<file path="src/qrbm_pkg.sv">
`timescale 1ns / 1ps
// ----------------------------------------------------------------------------
// qrbm_pkg
// Types and constants shared by the quartic ring base multiplier.
// ----------------------------------------------------------------------------
package qrbm_pkg;

	// Default modulus q of the coefficient ring.
	localparam int QRBM_MODULUS = 3457;

	// Montgomery constant q^-1 mod 2^16.
	localparam int QINV_MONT = 12929;

	// Rounded Barrett centring: k = (v * MUL + ROUND) >> SHIFT.
	localparam int BARRETT_MUL   = 10;
	localparam int BARRETT_ROUND = 16384;
	localparam int BARRETT_SHIFT = 15;

	// Input item: both operands and the ring twiddle.
	typedef struct packed {
		logic signed [15:0] a_coef0;
		logic signed [15:0] a_coef1;
		logic signed [15:0] a_coef2;
		logic signed [15:0] a_coef3;
		logic signed [15:0] b_coef0;
		logic signed [15:0] b_coef1;
		logic signed [15:0] b_coef2;
		logic signed [15:0] b_coef3;
		logic signed [15:0] twiddle;
	} in_item_t;

	// Result item: centred product coefficients.
	typedef struct packed {
		logic signed [15:0] c_coef0;
		logic signed [15:0] c_coef1;
		logic signed [15:0] c_coef2;
		logic signed [15:0] c_coef3;
	} out_item_t;

	// Load enables of the pipeline stages inside one Montgomery unit.
	typedef struct packed {
		logic s1;
		logic s2;
		logic s3;
	} mont_en_t;

endpackage

</file>
<file path="src/qrbm_mont.sv">
`timescale 1ns / 1ps
// ----------------------------------------------------------------------------
// qrbm_mont
// Three-stage signed 16-bit Montgomery multiplier: r = x * y * 2^-16 mod q.
// ----------------------------------------------------------------------------
module qrbm_mont #(
	parameter int MODULUS = qrbm_pkg::QRBM_MODULUS
) (
	input  logic               clk,
	input  qrbm_pkg::mont_en_t en,
	input  logic signed [15:0] x,
	input  logic signed [15:0] y,
	output logic signed [15:0] r
);
	import qrbm_pkg::*;

	localparam int QW = $clog2(MODULUS + 1);
	localparam logic signed [QW:0] QS = (QW + 1)'(MODULUS);

	logic signed [31:0] t_s1;
	logic signed [15:0] hi_s2;
	logic signed [15:0] u_s2;
	logic signed [15:0] r_s3;
	logic        [31:0] uprod;
	logic signed [31:0] mprod;

	// Stage 1: full product.
	always_ff @(posedge clk) begin
		if (en.s1) begin
			t_s1 <= x * y;
		end
	end

	// Stage 2: low half times q^-1, keep the high half of the product.
	assign uprod = t_s1[15:0] * 16'(QINV_MONT);

	always_ff @(posedge clk) begin
		if (en.s2) begin
			u_s2  <= signed'(uprod[15:0]);
			hi_s2 <= t_s1[31:16];
		end
	end

	// Stage 3: subtract the high half of u * q; the result wraps to 16 bits.
	assign mprod = u_s2 * QS;

	always_ff @(posedge clk) begin
		if (en.s3) begin
			r_s3 <= hi_s2 - mprod[31:16];
		end
	end

	assign r = r_s3;

endmodule
</file>
<file path="config.mk">
export PLATFORM = sky130hd
export DESIGN_NAME = qrbm_mont
export DESIGN_NICKNAME = d
export VERILOG_FILES = /design/src/qrbm_pkg.sv /design/src/qrbm_mont.sv
export SDC_FILE = /design/constraint.sdc
export NUM_CORES = 1
export LEC_CHECK = 0
export ABC_CLOCK_PERIOD_IN_PS = 8350
export BUFFER_PORTS_ARGS = -buffer_cell sky130_fd_sc_hd__buf_4
export CORE_MARGIN = 3
export CORE_UTILIZATION = 65
export CTS_CLUSTER_DIAMETER = 40
export DETAILED_ROUTE_END_ITERATION = 10
export GPL_TIMING_DRIVEN = 0
export PLACE_DENSITY = 0.83
export RECOVER_POWER = 100
export SLEW_MARGIN = 30
export SYNTH_ARGS = -nofsm -noshare
export SYNTH_HDL_FRONTEND = slang
export SYNTH_SLANG_ARGS = --single-unit
</file>
<file path="constraint.sdc">
create_clock -name clk -period 8.35 [get_ports clk]
set_input_delay 0.4175 -clock clk [delete_from_list [all_inputs] [get_ports clk]]
set_output_delay 0.4175 -clock clk [all_outputs]
set_load 0.01 [all_outputs]
</file>
; Word level (Yosys, flattened, before mapping)
; Index checks and enable logic that the tools add are counted.
[word_totals]
ff_bits = 80
out_inout_bits = 16
[classes]
addsub = 1
mul = 3
[op_table]
columns = operator, n
row1 = 16-bit by 16-bit multiplier with 32-bit output, 1
row2 = "16-bit by 13-bit multiplier with 29-bit output, second input constant", 1
row3 = "16-bit by 14-bit multiplier with 16-bit output, second input constant", 1
row4 = 16-bit subtractor, 1

; Depth between registers and ports, before layout
[logic_depth]
ltp_word = 2
ltp_mapped = 25
mapped_depth_nobuf = 25

; Worst setup path after synthesis
; Ideal clock, no wire load.
[synth_timing]
path_type = reg2reg
from = reg u_s2[5]
to = reg r_s3[15] (netlist: r[15]) (data pin)
arrival_ns = 5.980
required_ns = 8.087
setup_slack_ns = 2.107
path_stages_with_launch = 24
path_buffers = 0
path_cell_list = edfxtp_1 > ha_1 > inv_1 > fa_1 > inv_1 > ha_1 > xor2_1 > fa_1 > ha_1 > ha_1 > a21oi_1 > o211ai_1 > a21oi_1 > o221ai_1 > a22o_1 > o41ai_1 > xor2_1 > ha_1 > and2_1 > a22o_1 > a311o_1 > or4_1 > mux2i_1 > xor2_1
[synth_via]
elab_chain_len = 2
[synth_rtl]
columns = element, line
row1 = from (decl), qrbm_mont.sv:22  ; logic signed [15:0] u_s2;
row2 = from (signal assigned), qrbm_mont.sv:39  ; u_s2 <= signed'(uprod[15:0]);
row3 = 16-bit by 13-bit multiplier with 29-bit output, qrbm_mont.sv:45  ; assign mprod = u_s2 * QS;
row4 = 16-bit subtractor, qrbm_mont.sv:49  ; r_s3 <= hi_s2 - mprod[31:16];
row5 = to (signal assigned), qrbm_mont.sv:49
row6 = to (decl), qrbm_mont.sv:23  ; logic signed [15:0] r_s3;
; No other way between the ends.
; A chain may end at the register's enable or synchronous reset.

; Final worst setup path
[layout_timing]
from = reg u_s2[6]
to = reg r_s3[15] (netlist: r[15]) (data pin)
; Same word-level chain as after synthesis.

==> run summary <==
GRT Residual Overflow = 0
CP most frequent cell = ha_1
Critical R2R Launch = u_s2[6]
Initial antenna violation count = 0
Grt met2 use = 46.74%
RR Endpoint = r[15]
DR pass1 iterations = 5
Syn Area/Cell = 10.17 sq um
Hold Path Stages = 0
Met3 usage = 5.732%
Synth Flop Type = edfxtp_1
Cell count after synthesis = 1581
Number of setup buffers added after CTS = 0
Worst Path Required = 8440 ps
DR WL/cell = 17.39 um
Failing checks = max-capacitance violations, max-slew violations
H-tree depth = 3
GR peak layer = met2
Initial core utilization = 67.30%
Final setup fails = 0
Die W = 163.3 um
Num Clock Sinks = 80
R2R cell count = 23
Count of final hold-check violations = 0
Core area = 23890 sq um
Final cell count without fillers = 1968
Synth top area cells = fa_1, ha_1, edfxtp_1
Async set or reset register ratio after synthesis = 0%
Dpl ws = 1404 ps
Slowest stage delay, CP = 530 ps
Nets = 2179
Pin count of the biggest net entering global routing = 33
TritonCTS clock tree = done
Final min period = 6998 ps
Routability cong. = 0.9522
DRC marker count from the first detailed-route iteration = 539
CP endpoint kind = flop
CP max FO = 4
Hold-fix buffers at CTS = 0
Hpwl dp = 29040 um
Vias per cell = 5.596
Vias in the first global route = 12.03k
CTS Root Cell = clkbuf_16
Seq cells post-synth = 80
Mapped Nets = 2116
Antenna Nets Post-Route = 0
Post-synth top area cell = fa_1
Inserted Clock Buffers = 9
Die Area = 26660 sq um
Setup Skew = 6.799 ps
Worst-path clk slew = 60 ps
Crit path DAT = 7090 ps
Hold path start = t_s1[29]
Residual DRC = 0
Crit-path cells = ha_1, inv_1, fa_1, inv_1, ha_1, xor2_1, fa_1, ha_1, ha_1, a21oi_1, o211ai_1, a21oi_1, o221ai_1, a22o_1, o41ai_1, xor2_1, ha_1, and2_0, a22o_1, a311o_1, or4_1, mux2i_1, xor2_1
Slew at the pin closest to its max-slew limit = 1678 ps
Row Count = 56
Number of diodes = 0
Final WS setup = 1352 ps
Share of layout cells above drive strength 1 = 2.971%
Post-cts sizing count = 0
Status = complete, but fails checks
Clock tree buffer depth = 2
Tot GR Track Use = 27.56%
Warnings from Yosys = 0
Critical path startpoint category = flop
Max-Cap Viols = 2
Commonest non-fill, non-tap cells in the layout = inv_1, fa_1, ha_1, nand2_1, and2_1
Crit Path Class = flop to flop
Via count = 11.01k
Min-delay worst type = flop to flop
Leading cell type in the layout, fill and taps excluded = inv_1
Register area share after synthesis = 14.94%
Max Clock Freq = 142.9 MHz
Mapped cell area = 16080 sq um
Clk_lat worst skew = 340 ps
Die height = 163.3 um
R2R Setup Slk = 1350 ps
RSZ-0062 raised after global routing = false
WL final = 34220 um
Top cell type's share of synthesized area = 37.60%
Slowest cell on the critical path = fa_1
Buffers added on ports = 51
Relative slew slack = -11.85%
First-pass GRT wire length = 57500 um
EDFF count, synth = 80
Final TNS setup = 0 ps
WHS Endpoint = hi_s2[13]
Period utilization = 83.81%
Ports = 52
Cells after DPL = 1952
Met1 GRT Util = 34.61%
Area delta synth->final = 6.015%
Synth unique cells = 49
Fin. max-slew vios = 66
-- critical path, delay by kind of cell, from the launching register on --
| family | cells | cell delay [ps] |
|---|---|---|
| DFF | 1 | 470 |
| AOI/OAI and AO/OA | 8 | 2240 |
| adders and majority gates | 7 | 2630 |
| buffers and inverters | 2 | 120 |
| xor gates and xnor gates | 3 | 490 |
| muxes | 1 | 170 |
| and+or+nand+nor | 2 | 610 |
-- metrics by stage --
stage          hold WS, ps  util, %  area, sq um
6_report             419.0    71.34        17050
5_1_grt              429.6    71.34        17050
4_1_cts              420.2    71.81        17160
3_5_place_dp         404.5    70.62        16870
3_3_place_gp         400.6    70.57        16860
2_1_floorplan        400.3        -        16080
-- routing by layer --
| layer | wire length (um) | vias to the layer above |
|---|---|---|
| met5 | 0 | - |
| met4 | 1516 | 0 |
| met3 | 2561 | 114 |
| met2 | 16580 | 404 |
| met1 | 13570 | 5461 |
| li1 | - | 5034 |
-- layout make-up --
cell class	count	area [sq um]
Buffer	32	120.1
Clock buffer	9	225.2
Clock inverter	7	60.06
Fill cell	1722	6847
Inverter	355	1333
Multi-Input combinational cell	1114	12200
Sequential cell	80	2402
Tap cell	319	399.1
Timing Repair Buffer	52	307.8
-- kinds of logic after synthesis --
family	synth area share, %
buffers and inverters	9.034
AO/OA/AOI/OAI	6.280
flip-flops	14.94
XOR/XNOR	5.284
multiplexers	0.1868
AND/OR/NAND/NOR	11.35
adder cells (fa/ha/maj)	52.93
-- cell usage after synthesis, types with 2 or more instances --
| cell | number |
|---|---|
| inv_1 | 355 |
| fa_1 | 302 |
| ha_1 | 197 |
| nand2_1 | 140 |
| and2_1 | 132 |
| edfxtp_1 | 80 |
| xnor2_1 | 63 |
| a21oi_1 | 52 |
| nor2_1 | 34 |
| xor2_1 | 34 |
| clkbuf_1 | 32 |
| a21o_1 | 28 |
| o21ai_0 | 19 |
| nand3_1 | 14 |
| nand2b_1 | 11 |
| nor3_1 | 9 |
| o211ai_1 | 7 |
| and3_1 | 6 |
| nand4_1 | 6 |
| nor2b_1 | 6 |
| o21bai_1 | 5 |
| a211o_1 | 4 |
| a22o_1 | 4 |
| a211oi_1 | 3 |
| a31oi_1 | 3 |
| mux2i_1 | 3 |
| o21a_1 | 3 |
| a2111oi_0 | 2 |
| a21boi_0 | 2 |
| a221oi_2 | 2 |
| a31o_1 | 2 |
| o31ai_1 | 2 |
| or2_2 | 2 |
| or4_1 | 2 |
-- state kept, by name, indices dropped and copies added, names as in the netlist --
signal / count
r: 16
t_s1: 32
hi_s2: 16
u_s2: 16
-- worst max-delay path by stage --
stage | to | start | cells past startpoint
floorplan | r[15] | u_s2[5] | 23
detailed placement | r[15] | u_s2[6] | 23
CTS | r[15] | u_s2[6] | 23
finish | r[15] | u_s2[6] | 23
global route | r[15] | u_s2[6] | 23
global placement | r[15] | u_s2[6] | 23
Power is left out: the tool's default activity adds up to more than one toggle a clock period on the data nets, which glitch-free logic cannot reach.
